**src/rtl/range_median_mean_turn_detect_unit_macros.svh**
```systemverilog
// ----------------------------------------------------------------------------
// Assertion macros for the range filter block
// Each macro wraps one concurrent assertion on the rising edge of clk.
// ----------------------------------------------------------------------------
`ifndef RANGE_MEDIAN_MEAN_TURN_DETECT_UNIT_MACROS_SVH
`define RANGE_MEDIAN_MEAN_TURN_DETECT_UNIT_MACROS_SVH
`ifndef SYNTHESIS
`define RMM_ASSERT_IMP(label, clk, rst_n, a, c) \
	label: assert property (@(posedge clk) disable iff (!rst_n) (a) |-> (c)) \
		else $error("assertion failed");
`define RMM_ASSERT_NXT(label, clk, rst_n, a, c) \
	label: assert property (@(posedge clk) disable iff (!rst_n) (a) |=> (c)) \
		else $error("assertion failed");
`else
`define RMM_ASSERT_IMP(label, clk, rst_n, a, c)
`define RMM_ASSERT_NXT(label, clk, rst_n, a, c)
`endif
`endif

```
**src/rtl/rmm_pkg.sv**
```systemverilog
// ----------------------------------------------------------------------------
// rmm_pkg
// Shared constants, types and cell control for the range filter block.
// ----------------------------------------------------------------------------
`timescale 1ns / 1ps
`default_nettype none
package rmm_pkg;
	localparam int HistoryDepth = 9;
	localparam int MedianTaps = 5;
	localparam int MeanTaps = 4;
	localparam int SlotW = $clog2(HistoryDepth);
	localparam int MeanSumW = 16 + $clog2(MeanTaps + 1);
	localparam logic [15:0] U16All = 16'hFFFF;

	localparam logic [2:0] RegClampLow = 3'd0;
	localparam logic [2:0] RegClampHigh = 3'd1;
	localparam logic [2:0] RegValidLimit = 3'd2;
	localparam logic [2:0] RegTrendDelta = 3'd3;
	localparam logic [2:0] RegHoldTime = 3'd4;
	localparam logic [2:0] RegFailLimit = 3'd5;

	// Command that the controller broadcasts to every cell of the chain.
	typedef struct packed {
		logic clear;    // reinit: zero all rings
		logic shift;    // rotate chain by one position
		logic load_raw; // write head of raw ring
		logic load_med; // write head of median ring
		logic load_smo; // write head of smooth ring
	} cell_ctl_t;

	typedef enum logic [5:0] {
		ST_IDLE   = 6'b000001,
		ST_MED    = 6'b000010,
		ST_MEAN   = 6'b000100,
		ST_SCAN   = 6'b001000,
		ST_TURN   = 6'b010000,
		ST_OUT    = 6'b100000
	} state_t;
endpackage
`default_nettype wire

```
**src/rtl/rmm_cell.sv**
```systemverilog
// ----------------------------------------------------------------------------
// rmm_cell
// One history position: holds raw, median and smoothed words and hands them
// to the next position when the chain rotates.
// ----------------------------------------------------------------------------
`timescale 1ns / 1ps
`default_nettype none
module rmm_cell (
	input  wire logic              clk,
	input  wire logic              arst_n,
	input  wire rmm_pkg::cell_ctl_t ctl,
	input  wire logic              is_head,
	input  wire logic [15:0]       raw_in,
	input  wire logic [15:0]       med_in,
	input  wire logic [15:0]       smo_in,
	input  wire logic [15:0]       new_raw,
	input  wire logic [15:0]       new_med,
	input  wire logic [15:0]       new_smo,
	output logic [15:0]            raw_q,
	output logic [15:0]            med_q,
	output logic [15:0]            smo_q
);
	import rmm_pkg::*;

	always_ff @(posedge clk or negedge arst_n) begin
		if (!arst_n) begin
			raw_q <= '0;
			med_q <= '0;
			smo_q <= '0;
		end else if (ctl.clear) begin
			raw_q <= '0;
			med_q <= '0;
			smo_q <= '0;
		end else if (ctl.shift) begin
			raw_q <= raw_in;
			med_q <= med_in;
			smo_q <= smo_in;
		end else if (is_head) begin
			if (ctl.load_raw) raw_q <= new_raw;
			if (ctl.load_med) med_q <= new_med;
			if (ctl.load_smo) smo_q <= new_smo;
		end
	end
endmodule
`default_nettype wire

```
**src/rtl/rmm_chain.sv**
```systemverilog
// ----------------------------------------------------------------------------
// rmm_chain
// Ring of history cells. Cell zero always holds the current write slot;
// rotating the ring by one brings the oldest entry into cell zero.
// ----------------------------------------------------------------------------
`timescale 1ns / 1ps
`default_nettype none
module rmm_chain (
	input  wire logic               clk,
	input  wire logic               arst_n,
	input  wire rmm_pkg::cell_ctl_t ctl,
	input  wire logic [15:0]        new_raw,
	input  wire logic [15:0]        new_med,
	input  wire logic [15:0]        new_smo,
	output logic [15:0]             head_raw,
	output logic [15:0]             head_med,
	output logic [15:0]             head_smo
);
	import rmm_pkg::*;

	logic [15:0] raw_c [HistoryDepth];
	logic [15:0] med_c [HistoryDepth];
	logic [15:0] smo_c [HistoryDepth];

	// Cell i takes from cell i+1, last takes from cell zero: one full
	// rotation of HistoryDepth shifts restores the original order.
	for (genvar i = 0; i < HistoryDepth; i++) begin : g_cell
		localparam int Nx = (i + 1) % HistoryDepth;
		rmm_cell u_cell (
			.clk(clk), .arst_n(arst_n), .ctl(ctl), .is_head(i == 0),
			.raw_in(raw_c[Nx]), .med_in(med_c[Nx]), .smo_in(smo_c[Nx]),
			.new_raw(new_raw), .new_med(new_med), .new_smo(new_smo),
			.raw_q(raw_c[i]), .med_q(med_c[i]), .smo_q(smo_c[i])
		);
	end

	assign head_raw = raw_c[0];
	assign head_med = med_c[0];
	assign head_smo = smo_c[0];
endmodule
`default_nettype wire

```
**src/rtl/range_median_mean_turn_detect_unit.sv**
```systemverilog
// A rejected word goes from acceptance to ST_OUT and then into the result register. An accepted
// word makes three passes over the cell ring in ST_MED, ST_MEAN and ST_SCAN, then goes through
// ST_TURN and ST_OUT into the result register; during warmup the median pass is skipped.
// Only one word is in the core at a time: a new word is taken only once the core is back in idle,
// and the result register frees the core while a result waits.
// Reset: arst_n clears all rings, counters and registers to reset values.
// ----------------------------------------------------------------------------
// range_median_mean_turn_detect_unit
// Range filter: validity check, clamp, median, mean and turning detection.
// ----------------------------------------------------------------------------
`timescale 1ns / 1ps
`default_nettype none
`include "range_median_mean_turn_detect_unit_macros.svh"
module range_median_mean_turn_detect_unit (
	input  wire logic        clk,
	input  wire logic        arst_n,
	input  wire logic        in_valid,
	output logic             in_stall,
	input  wire logic [15:0] distance_mm,
	input  wire logic        timed_out,
	input  wire logic [31:0] now_ms,
	output logic             out_valid,
	input  wire logic        out_stall,
	output logic             accepted,
	output logic [15:0]      median_mm,
	output logic [15:0]      mean_mm,
	output logic             passed_min,
	output logic             passed_max,
	output logic             approaching,
	output logic [7:0]       bad_reads,
	output logic             reinit_request,
	input  wire logic        cfg_valid,
	output logic             cfg_ready,
	input  wire logic [2:0]  cfg_index,
	input  wire logic [15:0] cfg_data
);
	import rmm_pkg::*;

	// Configuration registers.
	logic [15:0] clamp_low_q, clamp_high_q, valid_limit_q, trend_delta_q, hold_time_q;
	logic [7:0]  fail_limit_q;

	assign cfg_ready = 1'b1;

	always_ff @(posedge clk or negedge arst_n) begin
		if (!arst_n) begin
			clamp_low_q   <= 16'd30;
			clamp_high_q  <= 16'd2000;
			valid_limit_q <= 16'd2000;
			trend_delta_q <= 16'd20;
			hold_time_q   <= 16'd200;
			fail_limit_q  <= 8'd10;
		end else if (cfg_valid && cfg_ready) begin
			case (cfg_index)
				RegClampLow:   clamp_low_q   <= cfg_data;
				RegClampHigh:  clamp_high_q  <= cfg_data;
				RegValidLimit: valid_limit_q <= cfg_data;
				RegTrendDelta: trend_delta_q <= cfg_data;
				RegHoldTime:   hold_time_q   <= cfg_data;
				RegFailLimit:  fail_limit_q  <= cfg_data[7:0];
				default: ;
			endcase
		end
	end

	// Controller state.
	state_t      state_q;
	logic [4:0]  step_q;       // position within a rotation
	logic [SlotW-1:0] slot_q;
	logic        warm_q, closer_q, seen_q;
	logic [15:0] extreme_q;
	logic [31:0] turn_time_q, now_q;
	logic [7:0]  bad_q;
	logic [15:0] med_q, mean_q, lo_q, hi_q;
	logic [MeanSumW-1:0] sum_q;
	logic [15:0] mv_q [MedianTaps];  // sorted window for the median
	logic        pmin_q, pmax_q, reinit_q, acc_q;

	// Result register: holds the finished word so the core can take the next one.
	logic        out_valid_q;
	logic        res_acc_q, res_pmin_q, res_pmax_q, res_appr_q, res_reinit_q;
	logic [15:0] res_med_q, res_mean_q;
	logic [7:0]  res_bad_q;

	cell_ctl_t   ctl;
	logic [15:0] head_raw, head_med, head_smo;
	logic [15:0] med_new, smo_new;

	// The median and mean are ready at the first step of the following pass,
	// so the ring is loaded straight from their sources.
	assign med_new = warm_q ? med_q : mv_q[MedianTaps/2];
	assign smo_new = warm_q ? mean_q : 16'(sum_q / MeanTaps);

	logic        bad_in;
	logic [15:0] clamped;
	always_comb begin
		bad_in = timed_out || distance_mm == 16'd0 || distance_mm >= valid_limit_q;
		clamped = distance_mm;
		if (clamped < clamp_low_q) clamped = clamp_low_q;
		if (clamped > clamp_high_q) clamped = clamp_high_q;
	end

	rmm_chain u_chain (
		.clk(clk), .arst_n(arst_n), .ctl(ctl),
		.new_raw(clamped), .new_med(med_new), .new_smo(smo_new),
		.head_raw(head_raw), .head_med(head_med), .head_smo(head_smo)
	);

	logic in_acc, out_acc, load_res;
	assign in_stall = (state_q != ST_IDLE);
	assign in_acc   = in_valid && !in_stall;
	assign out_acc  = out_valid_q && !out_stall;
	assign out_valid = out_valid_q;
	assign load_res = (state_q == ST_OUT) && (!out_valid_q || out_acc);

	// The head cell always holds the current write slot, with older entries
	// following in reverse cell order. Each shift brings cell one into the
	// head, so after k shifts the head holds the entry written
	// (HistoryDepth - k) mod HistoryDepth words ago. The median pass looks
	// at the head from its first step; the mean pass shifts one step later.
	logic [4:0] pos, age;
	always_comb begin
		pos = (state_q == ST_MED) ? step_q : step_q - 5'd1;
		if (pos == 5'd0) age = 5'd0;
		else age = 5'(HistoryDepth) - pos;
	end

	// Insertion of a new value into the sorted median window.
	logic [15:0] ins [MedianTaps];
	always_comb begin
		ins[0] = (head_raw < mv_q[0]) ? head_raw : mv_q[0];
		for (int i = 1; i < MedianTaps; i++) begin
			if (head_raw >= mv_q[i]) ins[i] = mv_q[i];
			else if (head_raw >= mv_q[i-1]) ins[i] = head_raw;
			else ins[i] = mv_q[i-1];
		end
	end

	// Turning test: the extreme is first moved toward the ring min or max,
	// then the mean is compared with it as signed values.
	logic [31:0] since;
	logic        hold_ok;
	logic [15:0] ext_nx;
	logic signed [17:0] mean_s, up_s, dn_s;
	always_comb begin
		since   = now_q - turn_time_q;
		hold_ok = !seen_q || since >= {16'd0, hold_time_q};
		ext_nx  = extreme_q;
		if (closer_q && lo_q < extreme_q) ext_nx = lo_q;
		if (!closer_q && hi_q > extreme_q) ext_nx = hi_q;
		mean_s  = $signed({2'b00, mean_q});
		up_s    = $signed({2'b00, ext_nx}) + $signed({2'b00, trend_delta_q});
		dn_s    = $signed({2'b00, ext_nx}) - $signed({2'b00, trend_delta_q});
	end

	always_comb begin
		ctl = '0;
		case (state_q)
			ST_IDLE: begin
				if (in_acc && !bad_in) ctl.load_raw = 1'b1;
				if (in_acc && bad_in && bad_q >= fail_limit_q && fail_limit_q != 8'd0)
					ctl.clear = 1'b1;
			end
			ST_MED:  ctl.shift = 1'b1;
			ST_MEAN: begin
				ctl.shift = (step_q != 5'd0);
				ctl.load_med = (step_q == 5'd0);
			end
			ST_SCAN: begin
				ctl.shift = (step_q != 5'd0);
				ctl.load_smo = (step_q == 5'd0);
			end
			// One more shift moves the oldest entry into the head as the next write slot.
			ST_TURN: ctl.shift = 1'b1;
			default: ;
		endcase
	end

	always_ff @(posedge clk or negedge arst_n) begin
		if (!arst_n) begin
			state_q <= ST_IDLE;
			step_q <= '0;
			slot_q <= '0;
			warm_q <= 1'b1;
			closer_q <= 1'b0;
			seen_q <= 1'b0;
			extreme_q <= '0;
			turn_time_q <= '0;
			now_q <= '0;
			bad_q <= '0;
			med_q <= '0;
			mean_q <= '0;
			lo_q <= '0;
			hi_q <= '0;
			sum_q <= '0;
			for (int i = 0; i < MedianTaps; i++) mv_q[i] <= '0;
			pmin_q <= 1'b0;
			pmax_q <= 1'b0;
			reinit_q <= 1'b0;
			acc_q <= 1'b0;
		end else begin
			case (state_q)
				ST_IDLE: begin
					if (in_acc) begin
						now_q <= now_ms;
						pmin_q <= 1'b0;
						pmax_q <= 1'b0;
						reinit_q <= 1'b0;
						if (bad_in) begin
							acc_q <= 1'b0;
							med_q <= '0;
							mean_q <= '0;
							if (bad_q < fail_limit_q) bad_q <= bad_q + 8'd1;
							else if (fail_limit_q != 8'd0) begin
								reinit_q <= 1'b1;
								slot_q <= '0;
								warm_q <= 1'b1;
								closer_q <= 1'b0;
								extreme_q <= '0;
								turn_time_q <= '0;
								seen_q <= 1'b0;
								bad_q <= '0;
							end
							state_q <= ST_OUT;
						end else begin
							acc_q <= 1'b1;
							bad_q <= '0;
							med_q <= clamped;
							mean_q <= clamped;
							for (int i = 0; i < MedianTaps; i++) mv_q[i] <= U16All;
							sum_q <= '0;
							step_q <= '0;
							state_q <= warm_q ? ST_MEAN : ST_MED;
						end
					end
				end
				ST_MED: begin
					// Visit each of the ring positions once; keep those young
					// enough to be median taps.
					if (age < 5'(MedianTaps)) mv_q <= ins;
					if (step_q == 5'(HistoryDepth - 1)) begin
						step_q <= '0;
						state_q <= ST_MEAN;
					end else step_q <= step_q + 5'd1;
				end
				ST_MEAN: begin
					if (step_q == 5'd0) begin
						med_q <= med_new;
						step_q <= 5'd1;
					end else begin
						if (age < 5'(MeanTaps))
							sum_q <= sum_q + MeanSumW'(head_med);
						if (step_q == 5'(HistoryDepth)) begin
							step_q <= '0;
							state_q <= ST_SCAN;
						end else step_q <= step_q + 5'd1;
					end
				end
				ST_SCAN: begin
					if (step_q == 5'd0) begin
						mean_q <= smo_new;
						lo_q <= U16All;
						hi_q <= '0;
						step_q <= 5'd1;
					end else begin
						if (head_smo < lo_q) lo_q <= head_smo;
						if (head_smo > hi_q) hi_q <= head_smo;
						if (step_q == 5'(HistoryDepth)) begin
							step_q <= '0;
							state_q <= ST_TURN;
						end else step_q <= step_q + 5'd1;
					end
				end
				ST_TURN: begin
					if (!warm_q && hold_ok) begin
						extreme_q <= ext_nx;
						if (closer_q) begin
							if (mean_s > up_s) begin
								pmin_q <= 1'b1; closer_q <= 1'b0;
								turn_time_q <= now_q; seen_q <= 1'b1;
							end
						end else if (mean_s < dn_s) begin
							pmax_q <= 1'b1; closer_q <= 1'b1;
							turn_time_q <= now_q; seen_q <= 1'b1;
						end
					end
					if (slot_q == SlotW'(HistoryDepth - 1)) begin
						slot_q <= '0;
						warm_q <= 1'b0;
					end else slot_q <= slot_q + SlotW'(1);
					state_q <= ST_OUT;
				end
				ST_OUT: begin
					if (load_res) state_q <= ST_IDLE;
				end
				default: state_q <= ST_IDLE;
			endcase
		end
	end

	// The finished word moves into the result register once that is free or
	// being emptied in the same cycle.
	always_ff @(posedge clk or negedge arst_n) begin
		if (!arst_n) begin
			out_valid_q <= 1'b0;
			res_acc_q <= 1'b0;
			res_med_q <= '0;
			res_mean_q <= '0;
			res_pmin_q <= 1'b0;
			res_pmax_q <= 1'b0;
			res_appr_q <= 1'b0;
			res_bad_q <= '0;
			res_reinit_q <= 1'b0;
		end else if (load_res) begin
			out_valid_q <= 1'b1;
			res_acc_q <= acc_q;
			res_med_q <= med_q;
			res_mean_q <= mean_q;
			res_pmin_q <= pmin_q;
			res_pmax_q <= pmax_q;
			res_appr_q <= closer_q;
			res_bad_q <= bad_q;
			res_reinit_q <= reinit_q;
		end else if (out_acc) begin
			out_valid_q <= 1'b0;
		end
	end

	assign accepted       = res_acc_q;
	assign median_mm      = res_med_q;
	assign mean_mm        = res_mean_q;
	assign passed_min     = res_pmin_q;
	assign passed_max     = res_pmax_q;
	assign approaching    = res_appr_q;
	assign bad_reads      = res_bad_q;
	assign reinit_request = res_reinit_q;

	// A turn pulse never comes with a rejected word.
	`RMM_ASSERT_IMP(a_pulse_acc, clk, arst_n, out_valid && (passed_min || passed_max), accepted)
	// Both turn directions never pulse together.
	`RMM_ASSERT_IMP(a_one_turn, clk, arst_n, out_valid, !(passed_min && passed_max))
	// A reinit leaves the bad count at zero.
	`RMM_ASSERT_IMP(a_reinit_cnt, clk, arst_n, out_valid && reinit_request, bad_reads == 8'd0)
	// A stalled result word stays in place.
	`RMM_ASSERT_NXT(a_hold_res, clk, arst_n, out_valid && out_stall, out_valid && $stable(median_mm) && $stable(mean_mm) && $stable(bad_reads))
endmodule
`default_nettype wire

```
**config.mk**
```make
export PLATFORM = sky130hd
export DESIGN_NAME = range_median_mean_turn_detect_unit
export DESIGN_NICKNAME = d
export VERILOG_FILES = /design/src/rtl/rmm_pkg.sv /design/src/rtl/rmm_cell.sv /design/src/rtl/rmm_chain.sv /design/src/rtl/range_median_mean_turn_detect_unit.sv
export VERILOG_INCLUDE_DIRS = /design/src /design/src/rtl
export SDC_FILE = /design/constraint.sdc
export NUM_CORES = 2
export LEC_CHECK = 0
export CELL_PAD_IN_SITES_DETAIL_PLACEMENT = 1
export CELL_PAD_IN_SITES_GLOBAL_PLACEMENT = 2
export CORE_MARGIN = 2
export CORE_UTILIZATION = 43
export DETAILED_ROUTE_END_ITERATION = 10
export DONT_BUFFER_PORTS = 1
export GPL_ROUTABILITY_DRIVEN = 0
export MAX_ROUTING_LAYER = met4
export PLACE_DENSITY = 0.82
export SYNTH_ARGS = -nofsm -noshare
export SYNTH_HDL_FRONTEND = slang
export SYNTH_HIERARCHICAL = 1
export SYNTH_SLANG_ARGS = --single-unit
```
**constraint.sdc**
```tcl
create_clock -name clk -period 7.25 [get_ports clk]
set_input_delay 1.0875 -clock clk [delete_from_list [all_inputs] [get_ports clk]]
set_output_delay 1.0875 -clock clk [all_outputs]
set_load 0.02 [all_outputs]
```
* After elaboration in Yosys (flattened, before gate mapping)
Index checks and enable logic that the tools add are counted.
** Operators by class
- Equality and inequality tests :: 44
- Mux-type cells :: 173
- Order comparisons :: 20
- Reduce and logical (&&, ||, !) cells :: 67
- Add/sub/neg operators :: 9
** Operator list (number)
- 16-bit 2-to-1 mux :: 85
- 32-bit 2-to-1 mux :: 8
- 80-bit 2-to-1 mux :: 3
- 80-bit one-hot mux with 2 select lines :: 1
- 16-bit greater-or-equal comparator :: 6
- 16-bit one-hot mux with 2 select lines :: 3
- 19-bit 2-to-1 mux :: 4
- 16-bit less-than comparator :: 4
- 32-bit one-hot mux with 2 select lines :: 1
- 16-bit greater-than comparator :: 3
- 6-bit 2-to-1 mux :: 8
- 2-bit inequality test, second input constant :: 23
- 5-bit AND reduction :: 9
- 19-bit one-hot mux with 2 select lines :: 1
- 6-bit one-hot mux with 6 select lines :: 1
- 5-bit 2-to-1 mux :: 7
- 1-bit 2-to-1 mux :: 34
- 32-bit by 16-bit greater-or-equal comparator with 1-bit output :: 1
- 32-bit subtractor :: 1
- 8-bit 2-to-1 mux :: 3
- 4-bit 2-to-1 mux :: 5
- 19-bit by 16-bit adder with 19-bit output :: 1
- 2-bit AND reduction :: 9
- 16-bit by 16-bit adder with 17-bit output :: 1
- 45 further kinds :: 91
** Storage, ports and cells
- Flip-flop bits (word level) :: 839
- Word-level logic and storage cells :: 379
- Output and inout bits :: 48
- Bits of input ports :: 73

* Longest topological paths before layout
- Word-level depth :: 10
- Depth in mapped cells :: 38
- Depth with buffers taken out :: 36

* Modules after synthesis
Netlist, hierarchy kept.
** By module, submodules not included
- range_median_mean_turn_detect_unit :: cells an instance 2821, area each 25712.2 µm², instances 1, sequential area each 9390.3 µm²
- rmm_cell :: cells an instance 216, area each 2598.7 µm², instances 9, sequential area each 1201.2 µm²
- rmm_chain :: cells an instance 2, area each 7.5 µm², instances 1, sequential area each 0.0 µm²

* Least setup slack after synthesis
No wires, ideal clock.
- Kind :: flip-flop to flip-flop
- Start :: register hi_q[1]
- End :: register turn_time_q[22]
- Data arrival time :: 6.624 ns
- Setup slack :: 0.560 ns
- Clock period less this slack :: 6.690 ns
- Buffers on the path :: 2
- Required time :: 7.185 ns
- Setup time :: 0.065 ns
- Cell stages (with the launch flop) :: 34
- Cell sequence :: dfrtp_1 ha_1 nor2b_1 o21a_1 o21a_1 o21ai_0 nand2b_1 a21oi_1 o21ai_0 a21oi_1 nor3_1 clkbuf_1 mux2i_1 inv_1 ha_1 nor2b_1 o21ai_0 a21oi_1 o21ai_0 nand2b_1 a21o_1 a41o_1 o41a_1 a211o_1 a21oi_1 xor2_1 ha_1 a211o_1 a31oi_1 o211ai_1 nand2_1 nor4b_4 buf_6 a22o_1
** Between the ends
- Longest elaborated chain between the ends :: 7
- Elaborated cells on any way between the ends :: 10
- Those cells by class :: add/sub: 2; order compare: 3; eq/ne: 2; mux: 1; reduce/logical: 2
** RTL lines
- start: declaration :: RTL line range_median_mean_turn_detect_unit.sv:74 : logic [15:0] med_q, mean_q, lo_q, hi_q;
- start signal: assignment :: RTL line range_median_mean_turn_detect_unit.sv:267 : if (head_smo > hi_q) hi_q <= head_smo;
- 16-bit greater-than comparator :: RTL line range_median_mean_turn_detect_unit.sv:150 : if (!closer_q && hi_q > extreme_q) ext_nx = hi_q;
- 1-bit logical AND :: RTL line range_median_mean_turn_detect_unit.sv:150
- 16-bit 2-to-1 mux * :: RTL line range_median_mean_turn_detect_unit.sv:150
- 16-bit by 16-bit adder with 17-bit output or 16-bit by 16-bit subtractor with 17-bit output (tied branches) :: RTL line range_median_mean_turn_detect_unit.sv:152, range_median_mean_turn_detect_unit.sv:153
- 16-bit by 17-bit greater-than comparator with 1-bit output or 17-bit less-than comparator (tied branches) :: RTL line range_median_mean_turn_detect_unit.sv:278, range_median_mean_turn_detect_unit.sv:282
- 3-bit inequality test (no source line)
- 8-bit AND reduction (no source line) *
- end signal: assignment :: RTL line range_median_mean_turn_detect_unit.sv:188 : turn_time_q <= '0;
- end signal: assignment :: RTL line range_median_mean_turn_detect_unit.sv:280 : turn_time_q <= now_q; seen_q <= 1'b1;
- end signal: assignment :: RTL line range_median_mean_turn_detect_unit.sv:284 : turn_time_q <= now_q; seen_q <= 1'b1;
- end: declaration :: RTL line range_median_mean_turn_detect_unit.sv:72 : logic [31:0] turn_time_q, now_q;
Mark *: on every way between the ends. The rest lies on a longest branch, timed or not.
A chain may end at the register's enable or synchronous reset.

* Worst setup path after layout
- Start :: register lo_q[12]
- End :: register turn_time_q[2]
** Between the ends
- Longest elaborated chain between the ends :: 8
- Elaborated cells on any way between the ends :: 11
- Those cells by class :: add/sub: 2; order compare: 3; eq/ne: 2; mux: 2; reduce/logical: 2
** RTL lines
- start: declaration :: RTL line range_median_mean_turn_detect_unit.sv:74
- start signal: assignment :: RTL line range_median_mean_turn_detect_unit.sv:262 : lo_q <= U16All;
- start signal: assignment :: RTL line range_median_mean_turn_detect_unit.sv:266 : if (head_smo < lo_q) lo_q <= head_smo;
- 16-bit less-than comparator :: RTL line range_median_mean_turn_detect_unit.sv:149 : if (closer_q && lo_q < extreme_q) ext_nx = lo_q;
- 1-bit logical AND :: RTL line range_median_mean_turn_detect_unit.sv:149
- 16-bit 2-to-1 mux * :: RTL line range_median_mean_turn_detect_unit.sv:149
- 16-bit 2-to-1 mux * :: RTL line range_median_mean_turn_detect_unit.sv:150
- 16-bit by 16-bit adder with 17-bit output or 16-bit by 16-bit subtractor with 17-bit output (tied branches) :: RTL line range_median_mean_turn_detect_unit.sv:152, range_median_mean_turn_detect_unit.sv:153
- 16-bit by 17-bit greater-than comparator with 1-bit output or 17-bit less-than comparator (tied branches) :: RTL line range_median_mean_turn_detect_unit.sv:278, range_median_mean_turn_detect_unit.sv:282
- 3-bit inequality test (no source line)
- 8-bit AND reduction (no source line) *
Marks and branches as above.

==> run_results.csv <==
group,metric,value,unit
run_status,status,"complete, no violations",
logic_synthesis,synth_edf_count,0,
worst_setup_path,critPathLaunchType,"flop",
die,num_rows,123,
pwr,switchingPower,0.0103,W
sta,finClkSkew,24.2,ps
die,core_area,113000,sq um
route,num_vias,36015,
pwr,power.leakage,23.4,nW
clock_network,htreeDepth,3,
worst_setup_path,crit_fanout,16,
sta,final_max_slew_viol_count,0,
worst_setup_path,cp-endpoint,"turn_time_q[2]",
clock_network,clk_pin_slew_worst_paths,60,ps
route,first_pass_iters,5,
layout,fillers,12465,
route,drc_errors,0,
clock_network,cts_root_buf,"clkbuf_16",
worst_setup_path,crit_top_cell,"ha_1",
worst_setup_path,r2r-end,"turn_time_q[2]",
placement,place_inst,6092,
sta,tns,0,ps
route,wl,142,mm
clock_network,cts_buffer_depth,3,
logic_synthesis,ys_ff_latch,806,
logic_synthesis,synth.area.top_cells,"dfrtp_1, mux2i_1, ha_1",
route,postRouteAntennaNets,0,
clock_network,cts.sinks,806,
grt,track_usage,24.8,%
worst_setup_path,required,7860,ps
worst_setup_path,cp-startpoint,"lo_q[12]",
logic_synthesis,synth_cell_types,86,
worst_setup_path,crit_path_top_delay_cell,"o41a_1",
logic_synthesis,synthesis.area,49100,sq um
grt,grt_remaining_overflow,0,
route,vias_per_cell,5.74,
worst_setup_path,critical_path_class,"flop to flop",
logic_synthesis,syn_avg_cell_area,10.3,sq um
layout,final_layout_size_suffix_gt1_share,13.9,%
sta,hold_violations,0,
pwr,sequentialPowerShare,31.8,%
die,ios,121,
die,start_util,43.5,%
clock_network,cts_made_buffers,96,
logic_synthesis,ys_warn_count,6,
grt,grt_start_max_net_pins,807,
sta,post-route-period-util,94.5,%
logic_synthesis,synth_area_leader_cell,"dfrtp_1",
pwr,p_comb_share,47.6,%
worst_setup_path,worstPathArrival,7470,ps
pwr,p_int,0.0135,W
die,dieArea,117000,sq um
logic_synthesis,synth_cells,4767,
layout,antenna_cells,0,
logic_synthesis,synthFlopType,"dfrtp_1",
worst_setup_path,critPathMaxStageDelay,470,ps
logic_synthesis,synth_top_cell_area_share,39.8,%
pwr,sw_frac_of_total,43.3,%
grt,grt_pass1_wl,224,mm
clock_network,postCtsHoldBufs,0,
sta,slew_headroom,13.8,%
pwr,pwr-share-clk,20.6,%
worst_setup_path,rr_startpoint,"lo_q[12]",
sta,clock.fmax,0.146,GHz
pwr,p_total,0.0237,W
clock_network,cts_tree,"done",
sta,finalSetupViolations,0,
worst_hold_path,hold_class,"input port to asynchronous set/reset pin",
pwr,powerDensity,448,nW/um^2
grt,grt_pass1_vias,37704,
logic_synthesis,async_flop_share,100,%
placement,placed_area,49700,sq um
layout,syn_to_final_growth,8.03,%
die,die_w,342,microns
layout,final_net_count,5074,
layout,fin_area,53000,sq um
worst_setup_path,reg2regPathDepth,31,
logic_synthesis,yosysSeqAreaShare,41.1,%
layout,finish.utilization,47.0,%
flow_run,maxCapViolCount,0,
worst_setup_path,rrSetupSlack,400,ps
worst_setup_path,end_kind,"flop",
route,drtIter0Drc,2330,
sta,max_slew.worst_pin.slew,1280,ps
clock_network,clk_latency,680,ps
placement,hpwl,96.1,mm
route,wl_per_cell,22.6,microns
sta,fin_crit,6850,ps
grt,antenna_found_initial,7,
placement,io_buffers,0,
die,die_y,342,microns
pwr,ir_worst_vdd,224,uV
layout,final_cells,6272,
## synthesized netlist by cell type, types with 34 or more instances
library cell	instances
dfrtp_1	781
nand2_1	736
mux2i_1	500
ha_1	299
o31ai_1	290
inv_1	271
o21ai_0	214
nor2_1	200
o31ai_2	181
a21oi_1	144
clkbuf_1	120
mux2_2	115
buf_6	87
a21o_1	70
a22o_1	48
buf_4	46
nor2b_1	40
xnor2_1	40
nand3_1	35
nand4_1	35
o21a_1	34
## cells in the final DEF, fill, tap and decap left out, types with 16 or more instances in the layout
cell type,synthesis,layout
nand2_1,736,733
nor4_1,26,26
inv_1,271,271
nor3_1,24,21
a22o_1,48,48
nand4_1,35,35
a31oi_1,32,32
dfstp_2,25,25
a21o_1,70,70
o22a_1,17,17
clkinv_2,0,16
a211oi_4,27,27
xnor2_1,40,40
o21bai_1,16,16
ha_1,299,298
clkbuf_8,0,16
a2bb2oi_1,31,31
o31ai_1,290,289
buf_4,46,98
o21a_1,34,34
o21ai_0,214,199
xor2_1,24,24
nor2_1,200,196
a21oi_1,144,140
nand2b_1,33,32
nor2b_1,40,40
mux2i_1,500,498
mux2_2,115,115
nand3_1,35,35
dfrtp_1,781,781
o31ai_2,181,181
clkbuf_1,120,27
conb_1,3,28
clkbuf_16,0,98
## metrics by stage
step | hold slack (ps) | setup WS [ps]
2_1_floorplan | 443 | 560
3_3_place_gp | 459 | 331
3_5_place_dp | 467 | 222
4_1_cts | 85.6 | 134
5_1_grt | 71.2 | -38.1
6_report | 108 | 399
## registers in the layout (all words and copies together), names as in the netlist, 18 cells and up
register / count
sum_q: 18
u_chain/g_cell.u_cell/med_q: 144
turn_time_q: 32
u_chain/g_cell.u_cell/raw_q: 144
mv_q: 48
now_q: 32
u_chain/g_cell.u_cell/smo_q: 144
## how the worst min path moves through the flow
stage | slack [ps] | from | to | cells after the start
2_1_floorplan | 440 | reinit_q | reinit_q | 2
6_report | 110 | arst_n | hi_q[4] | 0
3_3_place_gp | 460 | reinit_q | reinit_q | 2
4_1_cts | 90 | arst_n | hi_q[4] | 0
5_1_grt | 70 | arst_n | extreme_q[4] | 0
3_5_place_dp | 470 | u_chain/g_cell[8].u_cell/smo_q[1] | u_chain/g_cell[8].u_cell/smo_q[1] | 2
## power by group through the flow
stage / Combinational, W / Sequential (W) / Clock (W)
3_5_place_dp: 0.0111 / 0.00762 / 0
2_1_floorplan: 0.00871 / 0.00697 / 0
5_1_grt: 0.0126 / 0.00775 / 0.00518
6_report: 0.0113 / 0.00756 / 0.00489
3_3_place_gp: 0.0108 / 0.00756 / 0
4_1_cts: 0.0112 / 0.00756 / 0.00502
## layer usage
| metal | global-route usage, % | up-vias | routed length (microns) |
|---|---|---|---|
| met2 | 39.5 | 499 | 66600 |
| met3 | 2.66 | 176 | 4130 |
| li1 | - | 16871 | - |
| met4 | 5.86 | 0 | 3350 |
| met1 | 33.9 | 18469 | 67600 |
| met5 | - | - | 0 |
## critical path, delay by kind of cell (launching register included)
family	cells	cell delay (ps)
multiplexers	2	310
XOR/XNOR	1	150
adder cells (fa/ha/maj)	3	900
AND/OR/NAND/NOR	6	1290
buffers and inverters	4	700
AO/OA/AOI/OAI	15	2970
flip-flops	1	430
## repair_timing
action / CTS / global route
resized for setup: 0 / 23
setup buffers: 0 / 3
endpoints found under the setup margin: 0 / 34
## kinds of logic (layout without fill, tap and decap cells)
family	count (synthesis)	after routing	share of synthesized area (%)
compound gates	1203	1203	19.5
simple gates	1196	1196	10.5
flops	806	806	41.1
mux	616	616	12.9
buf+inv	575	555	7.03
fa+ha+maj	303	303	7.78
xor+xnor	65	65	1.17
other cells	3	28	0.0229
## cell type report
type / count / area [sq um] / area share, %
clock buffer: 140 / 2750 / 5.18
inverter: 271 / 1020 / 1.92
clock inverter: 32 / 393 / 0.741
sequential: 806 / 20200 / 38.1
multi-input combinational: 3411 / 25800 / 48.6
tap: 1500 / 1880 / 3.54
timing repair buffer: 112 / 1050 / 1.98
(Power assumes the default switching activity.)
